===== src/rtl/core/nrch_pkg.sv =====
// Shared types and constants for the nearest ray/circle hit block.
// Used by nrch_front, nrch_back and the top level; depends on nothing.
`default_nettype none
package nrch_pkg;

   localparam int unsigned IdWidth       = 16;
   localparam int unsigned CoordWidth    = 20;
   localparam int unsigned DeltaWidth    = CoordWidth + 1;
   localparam int unsigned DirWidth      = 16;
   localparam int unsigned LenWidth      = 16;
   localparam logic [15:0] RayLengthRst  = 16'd25600;
   localparam logic [0:0]  RegRayLength  = 1'b0;

   typedef logic signed [DeltaWidth-1:0] delta_type;

   // One classified object as it waits between the front and back parts.
   typedef struct packed {
      delta_type                   dx;
      delta_type                   dy;
      logic signed [DirWidth-1:0]  ux;
      logic signed [DirWidth-1:0]  uy;
      logic [LenWidth-1:0]         rad;
      logic                        use_obj;
      logic                        last;
   } q_item_type;

   typedef enum logic [3:0] {
      BK_IDLE,
      BK_SQR,
      BK_RANGE,
      BK_PROJ,
      BK_SUM,
      BK_PSQ,
      BK_CHK,
      BK_ROOT,
      BK_THIT,
      BK_HIT,
      BK_FIN,
      BK_DIV,
      BK_EMIT
   } bk_state_type;

endpackage
`default_nettype wire


===== src/rtl/core/nrch_front.sv =====
// Front part: takes input beats, classifies each object and queues it.
// Depends on nrch_pkg.
`default_nettype none
module nrch_front #(
   parameter int unsigned OBJECT_ID_BITS = 16
) (
   input  wire logic                        clock,
   input  wire logic                        reset,
   input  wire logic                        in_valid,
   output logic                             in_stall,
   input  wire logic [19:0]                 origin_x,
   input  wire logic [19:0]                 origin_y,
   input  wire logic signed [15:0]          dir_x,
   input  wire logic signed [15:0]          dir_y,
   input  wire logic [19:0]                 obj_x,
   input  wire logic [19:0]                 obj_y,
   input  wire logic [15:0]                 obj_radius,
   input  wire logic                        obj_active,
   input  wire logic [15:0]                 obj_id,
   input  wire logic [15:0]                 skip_id,
   input  wire logic                        last_object,
   output logic                             q_valid,
   output nrch_pkg::q_item_type             q_item,
   input  wire logic                        q_pop
);
   import nrch_pkg::*;

   localparam int unsigned CmpBits = (OBJECT_ID_BITS < IdWidth) ? OBJECT_ID_BITS : IdWidth;

   q_item_type  entry_ff [2];
   logic        wr_ptr_ff, wr_ptr_in;
   logic        rd_ptr_ff, rd_ptr_in;
   logic [1:0]  count_ff, count_in;
   logic        push;
   logic        excluded;
   q_item_type  new_item;

   assign excluded = (obj_id[CmpBits-1:0] == skip_id[CmpBits-1:0]);
   assign in_stall = (count_ff == 2'd2);
   assign push     = in_valid && !in_stall;
   assign q_valid  = (count_ff != 2'd0);
   assign q_item   = entry_ff[rd_ptr_ff];

   always_comb begin
      new_item.dx      = delta_type'({1'b0, obj_x}) - delta_type'({1'b0, origin_x});
      new_item.dy      = delta_type'({1'b0, obj_y}) - delta_type'({1'b0, origin_y});
      new_item.ux      = dir_x;
      new_item.uy      = dir_y;
      new_item.rad     = obj_radius;
      new_item.use_obj = obj_active && !excluded;
      new_item.last    = last_object;
   end

   always_comb begin
      wr_ptr_in = push ? !wr_ptr_ff : wr_ptr_ff;
      rd_ptr_in = q_pop ? !rd_ptr_ff : rd_ptr_ff;
      count_in  = count_ff + {1'b0, push} - {1'b0, q_pop};
   end

   always_ff @(posedge clock) begin
      if (reset) begin
         wr_ptr_ff <= 1'b0;
         rd_ptr_ff <= 1'b0;
         count_ff  <= 2'd0;
      end else begin
         wr_ptr_ff <= wr_ptr_in;
         rd_ptr_ff <= rd_ptr_in;
         count_ff  <= count_in;
      end
   end

   always_ff @(posedge clock) begin
      if (push) begin
         entry_ff[wr_ptr_ff] <= new_item;
      end
   end

endmodule
`default_nettype wire


===== config.mk =====
export PLATFORM = sky130hd
export DESIGN_NAME = nrch_front
export DESIGN_NICKNAME = d
export VERILOG_FILES = /design/src/rtl/core/nrch_pkg.sv /design/src/rtl/core/nrch_front.sv
export SDC_FILE = /design/constraint.sdc
export NUM_CORES = 1
export LEC_CHECK = 0
export BUFFER_PORTS_ARGS = -buffer_cell sky130_fd_sc_hd__clkbuf_2
export CAP_MARGIN = 40
export CORE_MARGIN = 4
export CORE_UTILIZATION = 35
export CTS_CLUSTER_SIZE = 20
export DETAILED_ROUTE_END_ITERATION = 10
export PLACE_DENSITY = 0.61
export RECOVER_POWER = 25
export SYNTH_ARGS = -nofsm -noshare
export SYNTH_HDL_FRONTEND = slang
export SYNTH_SLANG_ARGS = --single-unit
export TNS_END_PERCENT = 50

===== constraint.sdc =====
create_clock -name clock -period 5.3 [get_ports clock]
set_input_delay 0.795 -clock clock [delete_from_list [all_inputs] [get_ports clock]]
set_output_delay 0.795 -clock clock [all_outputs]
set_load 0.1 [all_outputs]

=== Word level (Yosys, flattened, before mapping) ===
Memory sizes are Yosys's and may differ from the RTL's. A register that Yosys moved wholly into a read port is not among the register bits.
Cells that the tools add are included.

* Add/sub/neg operators: 4
* Eq/ne operators: 2
* Multiplexer cells: 4
* Reduce and logical (&&, ||, !) cells: 7

{| class="wikitable"
|+ Operators with widths
! kind !! count
|-
| $sub A20 B20 Y21 || 2
|-
| $eq A16 B16 Y1 || 1
|-
| $logic_not A1 Y1 || 4
|-
| $mux W1 || 4
|-
| $add A2 B1 Y2 || 1
|-
| $eq A2 B2 Y1 const B || 1
|-
| $logic_and A1 B1 Y1 || 2
|-
| $reduce_bool A2 Y1 || 1
|-
| $sub A2 B1 Y2 || 1
|}

* Bits in registers: 4
* Bits in writable memories: 184
* Input port bits: 166
* Output and inout bits: 94
* Word-level logic and storage cells: 21
* Memories kept: 1

{| class="wikitable"
|+ Memories
! name !! depth !! bits a word !! read ports !! clocked after memory_dff !! wr ports !! RTL line !! RTL
|-
| entry_ff || 2 || 92 || 1 || 1 || 1 || nrch_front.sv:30 || <nowiki>q_item_type entry_ff [2];</nowiki>
|}

=== Logic depth before layout (Yosys ltp) ===
* Word-level depth: 5
* Mapped depth: 9
* Depth with buffers taken out: 9

=== Least setup slack after synthesis ===
Ideal clock, no wire load.

* Path kind: input-to-reg
* Start point: in in_valid
* End point: mem entry_ff[0][0] (netlist bit) (enable)
* Library setup time: 0.543 ns
* Arrival: 4.718 ns
* Required time: 4.757 ns
* Path slack: 0.038 ns
* Stages on the path: 2
* Path buffers: 0
* Cell sequence: nand2_1 > nor2_1

* Word-level cells in the longest chain between the ends: 3

{| class="wikitable"
|+ Ends and longest elaborated chain
! item !! RTL line !! RTL
|-
| from (decl) || nrch_front.sv:9 || <nowiki>input wire logic in_valid,</nowiki>
|-
| $logic_and A1 B1 Y1 || nrch_front.sv:40 || <nowiki>assign push = in_valid && !in_stall;</nowiki>
|-
| $mux W1 || nrch_front.sv:73 || <nowiki>if (push) begin</nowiki>
|-
| $mux W1 (not written as such) || nrch_front.sv:74 || <nowiki>entry_ff[wr_ptr_ff] <= new_item;</nowiki>
|-
| to (decl) || nrch_front.sv:30 ||
|}

Every way passes these cells.

==> metrics.cfg <==
[status]
outcome = finished clean

[synthesis]
synth_cells = 646
syn_area_per_cell_um2 = 14.09
syn_nets = 856
yosysSeqAreaShare = 0.6182
syn-cell-area_mm2 = 0.009100
synth_warnings = 0
async_flop_share = 0
ys_ff_latch = 189
ys_types = 49
synth_edf_count = 184
synth_ff_type = edfxtp_1

[layout]
final_cell_mix = clkbuf_2 (221), edfxtp_1 (184), mux2_2 (92)
drive_gt1_frac = 0.3864
nets = 1126
areaGrowthSynthToFinish_pct = 25.15
final_common_cell = clkbuf_2
fin_area_mm2 = 0.01139

[worst_setup_path]
setup.worst_path.class = reg2out
start_kind = flop
cp_max_fo = 37
cp-end-kind = output port
r2r_cells = 4
required_ps = 4510
arrival_ps = 2270

[cts]
h-tree-depth = 4
ctsResizeCount = 0
clk_latency_ps = 420
postCtsHoldBufs = 0
root_buffer = clkbuf_16
post_cts_buffers = 0
clk_pin_slew_ps = 70
numClockSinks = 189
cts-buffers-inserted = 17
cts_tree = yes
cts_buffer_depth = 2

[job]
cap_viol_max_count = 0

[global_route]
grt_pass1_wl_um = 31580
grt_overflow_total = 0
grt_use_total = 0.1396
grt_max_degree = 49
antenna_found_initial = 2
grt_pass1_vias = 5978

[timing]
worst_slack_ps = 2233
max_slew_margin = 0.07156
rsz0062_at_grt = no
setup_viol = 0
hold_ws_ps = 525.4
hold_violations = 0
fin_crit_sh = 0.5787
final.setup_skew_ps = 9.951
fin_crit_ps = 3067
setup_tns_ps = 0
maxSlewViolCount = 0
fmax_mhz = 326.1
worst_pin_slew_ps = 1393

[floorplan]
core_area_mm2 = 0.02540
rows = 58
io_pins = 260
die-area_mm2 = 0.02864
start_util = 0.3583
die_width_um = 169.2
die_y_um = 169.2

[power]
peakVddDrop_uv = 266.9
clock_power_share = 0.230
fin_total_pwr_mw = 5.350
p_switching_mw = 2.329
seqPwrFrac = 0.380
swShare = 0.4354
cellPowerDensity_mw_per_mm2 = 469.8
internal_power_mw = 3.021
p_comb_frac = 0.390
p_leak_nw = 4.634

[placed_design]
gp_congestion = 0.8387
dp.final_hpwl_um = 15260
place_ws_ps = 2303
dpl_cell_area_mm2 = 0.01086
port-buffer-count = 259

[routing]
vias = 5988
dr.first_iter.drc_count = 403
met3_length_um = 882
top_layer = met4
drc = 0
wl_per_cell_um = 16.26
routed_wl_um = 20500
vias_per_cell = 4.749
drt.antenna.violating_nets = 0
dr.pass1.iters = 4
met2WireLength_um = 10190
drt-met1-wl_um = 9102

[min_path]
hp-class = reg2reg
holdPathStages = 2

## critical path: stages (launching register included)
cell      delay, ps
dfxtp_4         710
buf_4           350
mux2_2          370
clkbuf_2        370
## power by group through the flow
stage | clock network (mW) | logic [mW] | registers (mW)
floorplan | 0 | 1.73 | 2.06
global placement | 0 | 2.08 | 2.07
detailed placement | 0 | 2.11 | 2.07
CTS | 1.27 | 2.12 | 2.03
global route | 1.34 | 2.19 | 2.05
finish | 1.23 | 2.09 | 2.03
## per-stage QoR
| stage | util | cells |
|---|---|---|
| 2_1_floorplan | - | 646 |
| 3_5_place_dp | 0.4275 | 1227 |
| 6_report | 0.4484 | 1261 |
| 5_1_grt | 0.4484 | 1261 |
| 4_1_cts | 0.4502 | 1259 |
| 3_3_place_gp | 0.4253 | 1225 |
## flip-flops by register name, summed over array words and instances, names as in the netlist, named ones only
register and count:
count_ff 2, entry_ff 184, wr_ptr_ff 1, rd_ptr_ff 1
## layout make-up
| cell class | count | area, um^2 |
|---|---|---|
| well taps | 330 | 412.9 |
| fillers | 2360 | 14010 |
| inverters | 54 | 202.7 |
| repair buffers | 265 | 1334 |
| diodes | 2 | 5.005 |
| clock inverters | 14 | 148.9 |
| flip-flops and latches | 189 | 5629 |
| multi-input cells | 389 | 3227 |
| clock buffers | 18 | 429.2 |
## worst paths after layout
check | from | to | slack, ps
min | rd_ptr_ff$_SDFFE_PP0P_ | flop | 530
max | flop | q_item[49] | 2230
min reg2reg | rd_ptr_ff$_SDFFE_PP0P_ | flop | 530
max reg2reg | count_ff[0]$_SDFF_PP0_ | entry_ff[1][49]$_DFFE_PP_ | 2590
## metal layers
metal / track usage / vias to the layer above
met1: 0.1828 / 2881
met2: 0.2352 / 148
met3: 0.02749 / 13
met4: 0.04375 / 0
li1: - / 2946
met5: 0 / -
## cell families after synthesis
logic type	after synthesis	synth area share
AO/OA/AOI/OAI	109	0.08002
XOR/XNOR	52	0.05005
adder cells (fa/ha/maj)	44	0.06215
buffers and inverters	68	0.02805
flip-flops	189	0.6182
multiplexers	93	0.1149
AND/OR/NAND/NOR	91	0.04661
## synthesized netlist by cell type (5+ instances only)
| master | instances | area, um^2 |
|---|---|---|
| edfxtp_1 | 184 | 5525 |
| mux2_2 | 92 | 1036 |
| inv_1 | 54 | 202.7 |
| ha_1 | 42 | 525.5 |
| xnor2_1 | 40 | 350.3 |
| a21oi_1 | 34 | 170.2 |
| nor2_1 | 30 | 112.6 |
| nand2_1 | 24 | 90.09 |
| o21ai_0 | 16 | 80.08 |
| clkbuf_1 | 14 | 52.55 |
| a21o_1 | 12 | 90.09 |
| xor2_1 | 12 | 105.1 |
| o21a_1 | 9 | 67.56 |
| nand2b_1 | 8 | 50.05 |
| nand4_1 | 8 | 50.05 |
| o211ai_1 | 6 | 45.04 |
| and3_1 | 5 | 31.28 |
| dfxtp_1 | 5 | 100.1 |
| nor3_1 | 5 | 25.02 |
No activity file was read; power rests on OpenSTA's default activity.
